<file path="src/sv/owm_pkg.sv">
`timescale 1ns / 1ps
// Shared constants, codes and types of the one-wire bus master.
package owm_pkg;

    localparam int OWM_BITS_PER_BYTE = 8;
    localparam int TICK_W            = 10;
    localparam int CFG_IDX_W         = 3;

    typedef logic [TICK_W-1:0] t_ticks;

    // Request codes
    localparam logic [1:0] REQ_TICK  = 2'd0;
    localparam logic [1:0] REQ_RESET = 2'd1;
    localparam logic [1:0] REQ_WRITE = 2'd2;
    localparam logic [1:0] REQ_READ  = 2'd3;

    // Configuration register indexes
    localparam logic [CFG_IDX_W-1:0] CFG_RESET_LOW    = 3'd0;
    localparam logic [CFG_IDX_W-1:0] CFG_PRES_SAMPLE  = 3'd1;
    localparam logic [CFG_IDX_W-1:0] CFG_RESET_TAIL   = 3'd2;
    localparam logic [CFG_IDX_W-1:0] CFG_START_PULSE  = 3'd3;
    localparam logic [CFG_IDX_W-1:0] CFG_WRITE_SLOT   = 3'd4;
    localparam logic [CFG_IDX_W-1:0] CFG_WRITE_REC    = 3'd5;
    localparam logic [CFG_IDX_W-1:0] CFG_READ_SAMPLE  = 3'd6;
    localparam logic [CFG_IDX_W-1:0] CFG_READ_TAIL    = 3'd7;

    // Reset values of the timing registers, in microsecond ticks
    localparam t_ticks RST_RESET_LOW   = 10'd500;
    localparam t_ticks RST_PRES_SAMPLE = 10'd60;
    localparam t_ticks RST_RESET_TAIL  = 10'd470;
    localparam t_ticks RST_START_PULSE = 10'd1;
    localparam t_ticks RST_WRITE_SLOT  = 10'd60;
    localparam t_ticks RST_WRITE_REC   = 10'd5;
    localparam t_ticks RST_READ_SAMPLE = 10'd14;
    localparam t_ticks RST_READ_TAIL   = 10'd45;

    // Sequencer phase codes
    localparam logic [3:0] PH_IDLE    = 4'd0;
    localparam logic [3:0] PH_RLOW    = 4'd1;
    localparam logic [3:0] PH_RWAIT   = 4'd2;
    localparam logic [3:0] PH_RTAIL   = 4'd3;
    localparam logic [3:0] PH_WSTART  = 4'd4;
    localparam logic [3:0] PH_WHOLD   = 4'd5;
    localparam logic [3:0] PH_WREC    = 4'd6;
    localparam logic [3:0] PH_RDSTART = 4'd7;
    localparam logic [3:0] PH_RDWAIT  = 4'd8;
    localparam logic [3:0] PH_RDTAIL  = 4'd9;

    typedef struct packed {
        t_ticks reset_low;
        t_ticks pres_sample;
        t_ticks reset_tail;
        t_ticks start_pulse;
        t_ticks write_slot;
        t_ticks write_rec;
        t_ticks read_sample;
        t_ticks read_tail;
    } t_cfg;

    typedef struct packed {
        logic       drive_low;
        logic       busy_res;
        logic       done_res;
        logic [7:0] read_data;
        logic       device_present;
        logic       rejected;
    } t_res;

endpackage

</file>
<file path="src/sv/owm_ifs.sv">
`timescale 1ns / 1ps
// Valid/ready channel interfaces for requests and results.
interface owm_req_if;
    logic       valid;
    logic       ready;
    logic [1:0] req_type;
    logic [7:0] data_byte;
    logic       line_level;

    modport source (output valid, req_type, data_byte, line_level, input ready);
    modport sink   (input valid, req_type, data_byte, line_level, output ready);
endinterface

interface owm_res_if;
    logic       valid;
    logic       ready;
    logic       drive_low;
    logic       busy_res;
    logic       done_res;
    logic [7:0] read_data;
    logic       device_present;
    logic       rejected;

    modport source (output valid, drive_low, busy_res, done_res, read_data,
                    device_present, rejected, input ready);
    modport sink   (input valid, drive_low, busy_res, done_res, read_data,
                    device_present, rejected, output ready);
endinterface

</file>
<file path="src/sv/owm_cfg.sv">
`timescale 1ns / 1ps
// Timing configuration register file.
module owm_cfg
    import owm_pkg::*;
(
    input  logic                 i_clk,
    input  logic                 i_rst_n,
    input  logic                 i_wr_en,
    input  logic [CFG_IDX_W-1:0] i_idx,
    input  t_ticks               i_wdata,
    output t_cfg                 o_cfg
);

    t_cfg r_cfg;

    always_ff @(posedge i_clk) begin
        if (!i_rst_n) begin
            r_cfg.reset_low   <= RST_RESET_LOW;
            r_cfg.pres_sample <= RST_PRES_SAMPLE;
            r_cfg.reset_tail  <= RST_RESET_TAIL;
            r_cfg.start_pulse <= RST_START_PULSE;
            r_cfg.write_slot  <= RST_WRITE_SLOT;
            r_cfg.write_rec   <= RST_WRITE_REC;
            r_cfg.read_sample <= RST_READ_SAMPLE;
            r_cfg.read_tail   <= RST_READ_TAIL;
        end else if (i_wr_en) begin
            case (i_idx)
                CFG_RESET_LOW:   r_cfg.reset_low   <= i_wdata;
                CFG_PRES_SAMPLE: r_cfg.pres_sample <= i_wdata;
                CFG_RESET_TAIL:  r_cfg.reset_tail  <= i_wdata;
                CFG_START_PULSE: r_cfg.start_pulse <= i_wdata;
                CFG_WRITE_SLOT:  r_cfg.write_slot  <= i_wdata;
                CFG_WRITE_REC:   r_cfg.write_rec   <= i_wdata;
                CFG_READ_SAMPLE: r_cfg.read_sample <= i_wdata;
                CFG_READ_TAIL:   r_cfg.read_tail   <= i_wdata;
                default: ;
            endcase
        end
    end

    assign o_cfg = r_cfg;

endmodule

</file>
<file path="src/sv/owm_step.sv">
`timescale 1ns / 1ps
// Bus sequencer state and the per-item update that forms one result.
module owm_step
    import owm_pkg::*;
#(
    parameter int BITS_PER_BYTE = OWM_BITS_PER_BYTE
) (
    input  logic       i_clk,
    input  logic       i_rst_n,
    input  logic       i_en,
    input  logic [1:0] i_req_type,
    input  logic [7:0] i_data_byte,
    input  logic       i_line_level,
    input  t_cfg       i_cfg,
    output t_res       o_res
);

    localparam int BIT_W = $clog2(BITS_PER_BYTE + 1);
    localparam logic [BIT_W-1:0] LAST_BIT = BIT_W'(BITS_PER_BYTE);

    logic [3:0]       r_phase,    n_phase;
    t_ticks           r_tick,     n_tick;
    logic [BIT_W-1:0] r_bit,      n_bit;
    logic [7:0]       r_shift,    n_shift;
    logic             r_presence, n_presence;
    logic [7:0]       r_last_rd,  n_last_rd;

    t_ticks           w_len_raw;
    t_ticks           w_len;
    logic [TICK_W:0]  w_tick_inc;
    logic             w_hit;
    logic [BIT_W-1:0] w_bit_inc;
    logic             w_bits_done;
    logic [7:0]       w_cur_shift;
    logic             w_done;
    logic             w_rej;
    logic             w_drive;

    // Length of the running phase; a zero register still lasts one tick
    always_comb begin
        case (r_phase)
            PH_RLOW:    w_len_raw = i_cfg.reset_low;
            PH_RWAIT:   w_len_raw = i_cfg.pres_sample;
            PH_RTAIL:   w_len_raw = i_cfg.reset_tail;
            PH_WSTART:  w_len_raw = i_cfg.start_pulse;
            PH_RDSTART: w_len_raw = i_cfg.start_pulse;
            PH_WHOLD:   w_len_raw = i_cfg.write_slot;
            PH_WREC:    w_len_raw = i_cfg.write_rec;
            PH_RDWAIT:  w_len_raw = i_cfg.read_sample;
            PH_RDTAIL:  w_len_raw = i_cfg.read_tail;
            default:    w_len_raw = t_ticks'(1);
        endcase
        w_len = (w_len_raw == '0) ? t_ticks'(1) : w_len_raw;
    end

    assign w_tick_inc  = {1'b0, r_tick} + (TICK_W+1)'(1);
    assign w_hit       = w_tick_inc >= {1'b0, w_len};
    assign w_bit_inc   = r_bit + BIT_W'(1);
    assign w_bits_done = w_bit_inc >= LAST_BIT;

    always_comb begin
        n_phase    = r_phase;
        n_tick     = r_tick;
        n_bit      = r_bit;
        n_shift    = r_shift;
        n_presence = r_presence;
        n_last_rd  = r_last_rd;
        w_done     = 1'b0;
        w_rej      = 1'b0;
        if (i_req_type == REQ_TICK) begin
            if (r_phase != PH_IDLE) begin
                if (!w_hit) begin
                    n_tick = w_tick_inc[TICK_W-1:0];
                end else begin
                    n_tick = '0;
                    case (r_phase)
                        PH_RLOW:  n_phase = PH_RWAIT;
                        PH_RWAIT: begin
                            n_presence = ~i_line_level;
                            n_phase    = PH_RTAIL;
                        end
                        PH_RTAIL: begin
                            n_phase = PH_IDLE;
                            w_done  = 1'b1;
                        end
                        PH_WSTART: n_phase = PH_WHOLD;
                        PH_WHOLD:  n_phase = PH_WREC;
                        PH_WREC: begin
                            n_bit = w_bit_inc;
                            if (w_bits_done) begin
                                n_phase = PH_IDLE;
                                w_done  = 1'b1;
                            end else begin
                                n_phase = PH_WSTART;
                            end
                        end
                        PH_RDSTART: n_phase = PH_RDWAIT;
                        PH_RDWAIT: begin
                            n_shift = r_shift | ({7'b0, i_line_level} << r_bit);
                            n_phase = PH_RDTAIL;
                        end
                        PH_RDTAIL: begin
                            n_bit = w_bit_inc;
                            if (w_bits_done) begin
                                n_last_rd = r_shift;
                                n_phase   = PH_IDLE;
                                w_done    = 1'b1;
                            end else begin
                                n_phase = PH_RDSTART;
                            end
                        end
                        default: n_phase = PH_IDLE;
                    endcase
                end
            end
        end else if (r_phase != PH_IDLE) begin
            w_rej = 1'b1;
        end else begin
            n_tick = '0;
            n_bit  = '0;
            case (i_req_type)
                REQ_RESET: n_phase = PH_RLOW;
                REQ_WRITE: begin
                    n_shift = i_data_byte;
                    n_phase = PH_WSTART;
                end
                default: begin
                    n_shift = '0;
                    n_phase = PH_RDSTART;
                end
            endcase
        end
    end

    // Line drive follows the phase left by this item
    assign w_cur_shift = n_shift >> n_bit;

    always_comb begin
        case (n_phase)
            PH_RLOW, PH_WSTART, PH_RDSTART: w_drive = 1'b1;
            PH_WHOLD: w_drive = ~w_cur_shift[0];
            default:  w_drive = 1'b0;
        endcase
    end

    always_ff @(posedge i_clk) begin
        if (!i_rst_n) begin
            r_phase    <= PH_IDLE;
            r_tick     <= '0;
            r_bit      <= '0;
            r_shift    <= '0;
            r_presence <= 1'b0;
            r_last_rd  <= '0;
        end else if (i_en) begin
            r_phase    <= n_phase;
            r_tick     <= n_tick;
            r_bit      <= n_bit;
            r_shift    <= n_shift;
            r_presence <= n_presence;
            r_last_rd  <= n_last_rd;
        end
    end

    assign o_res.drive_low      = w_drive;
    assign o_res.busy_res       = n_phase != PH_IDLE;
    assign o_res.done_res       = w_done;
    assign o_res.read_data      = n_last_rd;
    assign o_res.device_present = n_presence;
    assign o_res.rejected       = w_rej;

endmodule

</file>
<file path="src/sv/one_wire_bus_master.sv">
`timescale 1ns / 1ps
// Top level of the one-wire bus master: input register, sequencer, result register.
//
// Usage:
//   i_req carries one item per transfer: a tick (one microsecond gone, with the
//   sampled bus level) or a command (bus reset, write byte, read byte).
//   o_res returns one result per item: line drive, busy, done, last read byte,
//   presence flag and a reject flag for a command that arrived while busy.
//   The user must write the timing registers via i_cfg_wr_en / i_cfg_idx /
//   i_cfg_wdata only while no item is in flight; the block does not enforce it.
// Pipeline and throughput:
//   An accepted item waits in the input register, is stepped into the result
//   register when that stage advances, and its result is offered from there.
//   One item per cycle is sustained while o_res.ready stays high; the
//   sequencer update is a single registered pass.
// Reset:
//   i_rst_n low (synchronous) empties both stages, puts the sequencer idle
//   and loads the default timing values.
// Stall:
//   While a result waits and o_res.ready is low, it holds; an empty input
//   register still takes one item, then i_req.ready drops until the result moves.
module one_wire_bus_master
    import owm_pkg::*;
#(
    parameter int BITS_PER_BYTE = OWM_BITS_PER_BYTE
) (
    input  logic                 i_clk,
    input  logic                 i_rst_n,
    owm_req_if.sink              i_req,
    owm_res_if.source            o_res,
    input  logic                 i_cfg_wr_en,
    input  logic [CFG_IDX_W-1:0] i_cfg_idx,
    input  t_ticks               i_cfg_wdata
);

    // Input stage
    logic       r_in_valid;
    logic [1:0] r_in_req_type;
    logic [7:0] r_in_data_byte;
    logic       r_in_line_level;

    // Result stage
    logic       r_out_valid;
    t_res       r_out;

    logic       w_adv_out;
    logic       w_step_en;
    logic       w_in_ready;
    t_cfg       w_cfg;
    t_res       w_step_res;

    // Advance the result stage when it is empty or being taken
    assign w_adv_out  = !r_out_valid || o_res.ready;
    assign w_step_en  = r_in_valid && w_adv_out;
    assign w_in_ready = !r_in_valid || w_adv_out;

    assign i_req.ready = w_in_ready;

    owm_cfg u_cfg (
        .i_clk   (i_clk),
        .i_rst_n (i_rst_n),
        .i_wr_en (i_cfg_wr_en),
        .i_idx   (i_cfg_idx),
        .i_wdata (i_cfg_wdata),
        .o_cfg   (w_cfg)
    );

    // Sequencer state commits only when its result moves into the result stage
    owm_step #(
        .BITS_PER_BYTE (BITS_PER_BYTE)
    ) u_step (
        .i_clk        (i_clk),
        .i_rst_n      (i_rst_n),
        .i_en         (w_step_en),
        .i_req_type   (r_in_req_type),
        .i_data_byte  (r_in_data_byte),
        .i_line_level (r_in_line_level),
        .i_cfg        (w_cfg),
        .o_res        (w_step_res)
    );

    // Capture an item on each input transfer
    always_ff @(posedge i_clk) begin
        if (!i_rst_n) begin
            r_in_valid <= 1'b0;
        end else if (w_in_ready) begin
            r_in_valid <= i_req.valid;
        end
    end

    always_ff @(posedge i_clk) begin
        if (i_req.valid && w_in_ready) begin
            r_in_req_type   <= i_req.req_type;
            r_in_data_byte  <= i_req.data_byte;
            r_in_line_level <= i_req.line_level;
        end
    end

    // Hold the result until the receiver takes it
    always_ff @(posedge i_clk) begin
        if (!i_rst_n) begin
            r_out_valid <= 1'b0;
        end else if (w_adv_out) begin
            r_out_valid <= r_in_valid;
        end
    end

    always_ff @(posedge i_clk) begin
        if (w_step_en) begin
            r_out <= w_step_res;
        end
    end

    assign o_res.valid          = r_out_valid;
    assign o_res.drive_low      = r_out.drive_low;
    assign o_res.busy_res       = r_out.busy_res;
    assign o_res.done_res       = r_out.done_res;
    assign o_res.read_data      = r_out.read_data;
    assign o_res.device_present = r_out.device_present;
    assign o_res.rejected       = r_out.rejected;

    // A completed operation leaves the sequencer idle
    a_done_idle: assert property (@(posedge i_clk) disable iff (!i_rst_n)
        r_out_valid && r_out.done_res |-> !r_out.busy_res)
        else $error("done reported while still busy");

    // A rejected command never completes an operation
    a_rej_no_done: assert property (@(posedge i_clk) disable iff (!i_rst_n)
        r_out_valid && r_out.rejected |-> !r_out.done_res)
        else $error("rejected item also reported done");

    // Idle master releases the line
    a_idle_released: assert property (@(posedge i_clk) disable iff (!i_rst_n)
        r_out_valid && !r_out.busy_res |-> !r_out.drive_low)
        else $error("line driven low while idle");

    // A rejected command can only come while an operation runs
    a_rej_busy: assert property (@(posedge i_clk) disable iff (!i_rst_n)
        r_out_valid && r_out.rejected |-> r_out.busy_res)
        else $error("command rejected while idle");

    // A stalled input item stays in the input stage
    a_in_hold: assert property (@(posedge i_clk) disable iff (!i_rst_n)
        r_in_valid && !w_adv_out |=> r_in_valid)
        else $error("input item lost during stall");

endmodule
</file>
<file path="src/flat_wrapper.sv">
// flat-port wrapper written by rule: the top's interface ports become plain ports
module one_wire_bus_master_flat import owm_pkg::*;
#(
    parameter int BITS_PER_BYTE = OWM_BITS_PER_BYTE
)
  (i_clk, i_rst_n, i_cfg_wr_en, i_cfg_idx, i_cfg_wdata, i_req_valid, i_req_req_type, i_req_data_byte, i_req_line_level, i_req_ready, o_res_valid, o_res_drive_low, o_res_busy_res, o_res_done_res, o_res_read_data, o_res_device_present, o_res_rejected, o_res_ready);
  owm_req_if i_req_i ();
  owm_res_if o_res_i ();
  input  logic i_clk;
  input  logic i_rst_n;
  input  logic i_cfg_wr_en;
  input  logic [CFG_IDX_W-1:0] i_cfg_idx;
  input  t_ticks i_cfg_wdata;
  input wire logic [$bits(i_req_i.valid)-1:0] i_req_valid;
  input wire logic [$bits(i_req_i.req_type)-1:0] i_req_req_type;
  input wire logic [$bits(i_req_i.data_byte)-1:0] i_req_data_byte;
  input wire logic [$bits(i_req_i.line_level)-1:0] i_req_line_level;
  output wire logic [$bits(i_req_i.ready)-1:0] i_req_ready;
  output wire logic [$bits(o_res_i.valid)-1:0] o_res_valid;
  output wire logic [$bits(o_res_i.drive_low)-1:0] o_res_drive_low;
  output wire logic [$bits(o_res_i.busy_res)-1:0] o_res_busy_res;
  output wire logic [$bits(o_res_i.done_res)-1:0] o_res_done_res;
  output wire logic [$bits(o_res_i.read_data)-1:0] o_res_read_data;
  output wire logic [$bits(o_res_i.device_present)-1:0] o_res_device_present;
  output wire logic [$bits(o_res_i.rejected)-1:0] o_res_rejected;
  input wire logic [$bits(o_res_i.ready)-1:0] o_res_ready;
  assign i_req_i.valid = i_req_valid;
  assign i_req_i.req_type = i_req_req_type;
  assign i_req_i.data_byte = i_req_data_byte;
  assign i_req_i.line_level = i_req_line_level;
  assign i_req_ready = i_req_i.ready;
  assign o_res_valid = o_res_i.valid;
  assign o_res_drive_low = o_res_i.drive_low;
  assign o_res_busy_res = o_res_i.busy_res;
  assign o_res_done_res = o_res_i.done_res;
  assign o_res_read_data = o_res_i.read_data;
  assign o_res_device_present = o_res_i.device_present;
  assign o_res_rejected = o_res_i.rejected;
  assign o_res_i.ready = o_res_ready;
  one_wire_bus_master #(.BITS_PER_BYTE(BITS_PER_BYTE)) u_core (.i_clk(i_clk), .i_rst_n(i_rst_n), .i_req(i_req_i), .o_res(o_res_i), .i_cfg_wr_en(i_cfg_wr_en), .i_cfg_idx(i_cfg_idx), .i_cfg_wdata(i_cfg_wdata));
endmodule
</file>
<file path="config.mk">
export PLATFORM = sky130hd
export DESIGN_NAME = one_wire_bus_master_flat
export DESIGN_NICKNAME = d
export VERILOG_FILES = /design/src/sv/owm_pkg.sv /design/src/sv/owm_ifs.sv /design/src/sv/owm_cfg.sv /design/src/sv/owm_step.sv /design/src/sv/one_wire_bus_master.sv /design/src/flat_wrapper.sv
export SDC_FILE = /design/constraint.sdc
export NUM_CORES = 1
export LEC_CHECK = 0
export BUFFER_PORTS_ARGS = -buffer_cell sky130_fd_sc_hd__buf_2
export CAP_MARGIN = 10
export CORE_AREA = 2 2 99 125
export CTS_CLUSTER_SIZE = 30
export DETAILED_ROUTE_END_ITERATION = 6
export DIE_AREA = 0 0 101 127
export GPL_ROUTABILITY_DRIVEN = 0
export PLACE_DENSITY = 0.9
export SLEW_MARGIN = 20
export SYNTH_ARGS = -nofsm -noshare
export SYNTH_HDL_FRONTEND = slang
export SYNTH_HIERARCHICAL = 1
export SYNTH_SLANG_ARGS = --single-unit
</file>
<file path="constraint.sdc">
create_clock -name i_clk -period 5.9 [get_ports i_clk]
set_clock_uncertainty 0.15 [all_clocks]
set_input_delay 1.77 -clock i_clk [delete_from_list [all_inputs] [get_ports i_clk]]
set_output_delay 1.77 -clock i_clk [all_outputs]
set_load 0.03 [all_outputs]
</file>
==> results.md <==
- Die Wd: 101 microns
- PortBufs: 43
- Layout cells sized above 1: 14.88%
- CTS Sinks: 141
- Fin. Hold Viols: 0
- Setup TNS: 0 ps
- Final core occ: 67.69%
- Row count: between 40 and 50
- CP Cell Sequence: and4bb_1 > a222oi_1 > nand3_1 > a21oi_1 > nand4_1 > nor2_1 > nand4_1 > nand4_1 > ha_1 > nand2b_1 > a31oi_1 > o21bai_1 > a22oi_2 > nor3_1 > a21oi_1 > mux4_2 > nand2b_1 > a31oi_1
- Grt total ovfl: 0
- Die area: 12830 sq um
- Most common cell after layout, fill and taps aside: dfxtp_1
- WP buf/inv: 0
- Critical path startpoint category: flip-flop
- Syn Area/Cell: 9.907 sq um
- Initial antenna violation count: 0
- Setup Crit Path Kind: reg -> reg
- Worst rel slew slack: 31.49%
- Period utilization: 91.70%
- Post-route ant nets: 0
- Io pins: 44
- Total wire length: roughly 17 mm
- Peak VDD IR: between 0.2 and 0.3 mV
- Crit-path max cell delay: 670 ps
- Worst-Margin Slew: 1028 ps
- Cell repeated most along the worst path: nand4_1
- Post-CTS Setup Inserts: 0
- EDFF count, synth: 24
- Worst Setup End Kind: flip-flop
- CTS Root Cell: clkbuf_16
- First-pass GRT wire length: approximately 27 mm
- Later-pin clock latency in the skew report: 420 ps
- Detailed placement HPWL: roughly 11 mm
- Num CTS Buffers: 17
- Warnings, synthesis: 6
- Layout net count: 772
- Post-route cell area: ~7800 sq um
- Leak: 3.433 nW
- Total number of vias: approximately 5700
- Placed cells: 845
- GR Util All Layers: 27.10%
- CORE AREA: 11560 sq um
- Hold/Removal Path Class: reg -> reg
- Placed standard-cell area: 7227 sq um
- Unrepaired setup endpoints after global routing: false
- Syn nets: 753
- Drt first pass iters: 7
- # hold bufs at CTS: 0
- Final Max Slew Viols: 0
- Mapped Cells: 707
- Post-cts sizing count: 0
- Yosys cell types: between 70 and 80
- Peak Freq: 0.1848 GHz
- Critical Path RT: 6020 ps
- Status: finished, violations left
- Final min period: ~5400 ps
- Most frequent cells in the layout: 117 x dfxtp_1, 93 x mux2i_1, 85 x nand2_1
- Pin count of the biggest net entering global routing: 137
- Cell Area, Synth: approximately 7000 sq um
- Drt wl/cell: 19.42 microns
- Layout area overhead: 11.74%
- Slowest CP cell: dfxtp_1
- CTS clk-pin slew, worst paths: 60 ps
- Maxcap violations: 0
- # setup viols final: 0
- Critical path arrival: 5530 ps
- Post-synthesis async set-or-reset flop share: 0%
- Vias/cell: 6.473
- Design Power: 2.351 mW
- Vias in the first global route: between 5000 and 6000
- Top FF cell, synth: dfxtp_1
- Seq/Total Area, Yosys: 43.73%
- Crit-path leading delay family: compound AO/OA/AOI/OAI gates
- Yosys reg bits: 141
- Residual DRC: 13
- Initial Util: 60.58%
- TritonCTS clock tree: done
- Clock Tree Buf Depth: 2
- Die height: 127 microns
- Inserted Diodes: 0
- Worst-path fanout max: 18
- PD cells: 300.4 nW/um^2
- Initial DRC Count: ~660
- Non-Filler Instances: slightly below 900
- H-tree Lvls: 4
- Violated checks: design-rule violations
## area by class of cell
cell class	instances	area, sq um
fillers	825	3735
multi-input cells	503	3665
repair buffers	52	289.0
clock inverters	10	98.84
inverters	11	41.29
well taps	138	172.7
clock buffers	22	496.7
flip-flops and latches	141	3063
## final timing paths
kind	slack [ps]	depth (start not counted)	from	endpoint
max	490	18	u_core/u_step/r_phase[2]	u_core/o_res.drive_low
min	310	2	u_core/u_cfg/o_cfg[37]	u_core/u_cfg/o_cfg[37]
max reg2reg	490	18	u_core/u_step/r_phase[2]	u_core/o_res.drive_low
min reg2reg	310	2	u_core/u_cfg/o_cfg[37]	u_core/u_cfg/o_cfg[37]
## power breakdown
group | total, mW | switching, mW | internal, mW
Combinational | 0.254 | 0.159 | 0.0950
Sequential | 1.04 | 0.0296 | 1.01
Clock | 1.06 | 0.413 | 0.645
## registers in the layout (all words and copies together) (netlist names)
name	count
u_core/o_res.busy_res	1
u_core/o_res.device_present	1
u_core/o_res.done_res	1
u_core/o_res.drive_low	1
u_core/o_res.read_data	8
u_core/o_res.rejected	1
u_core/o_res.valid	1
u_core/r_in_data_byte	8
u_core/r_in_line_level	1
u_core/r_in_req_type	2
u_core/r_in_valid	1
u_core/u_cfg/o_cfg	80
u_core/u_step/r_bit	4
u_core/u_step/r_last_rd	8
u_core/u_step/r_phase	4
u_core/u_step/r_presence	1
u_core/u_step/r_shift	8
u_core/u_step/r_tick	10
## routing by layer
layer / routed length [microns] / global-route usage [%]
met5: 0 / 0
met4: 695 / 13.04
met3: 1063 / 5.799
met2: 8578 / 46.47
met1: 6694 / 32.00
## stage by stage
step           setup slack, ps  hold slack, ps
3_3_place_gp             960.7           293.4
4_1_cts                  610.8           311.2
6_report                 489.8           314.3
2_1_floorplan             1547           284.3
5_1_grt                  36.46           339.1
3_5_place_dp             681.9           303.4
## kinds of logic (layout without fill, tap and decap cells)
family                     count (synthesis)  in the layout  share of synthesized area (%)
DFF                                      141            141                          43.73
and+or+nand+nor                          253            253                          20.13
AOI/OAI and AO/OA                        122            122                          12.99
adders and majority gates                 17             17                          3.037
buffers and inverters                     63             95                          4.091
muxes                                    102            102                          14.90
xor gates and xnor gates                   9              9                          1.125
## cells in the mapped netlist (all sizes together) (10+ instances only)
master	instances	area (sq um)
mux2i	93	930.9
a21oi	26	130.1
a22oi	31	237.7
nor2b	66	420.4
nor2	22	90.09
nand2	86	325.3
inv	11	41.29
buf	24	140.1
ha	17	212.7
nand3	19	100.1
edfxtp	24	720.7
a222oi	10	100.1
dfxtp	117	2342
clkbuf	28	105.1
## worst reg2reg max path: stages (launching register included)
cell and delay [ps]:
dfxtp_1 670, and4bb_1 490, a222oi_1 410, nand3_1 130, a21oi_1 210, nand4_1 120, nor2_1 120, nand4_1 100
nand4_1 120, ha_1 220, nand2b_1 160, a31oi_1 200, o21bai_1 190, a22oi_2 620, nor3_1 140, a21oi_1 340
mux4_2 550, nand2b_1 160, a31oi_1 140
Note: power is estimated with default switching activity, not from simulation.
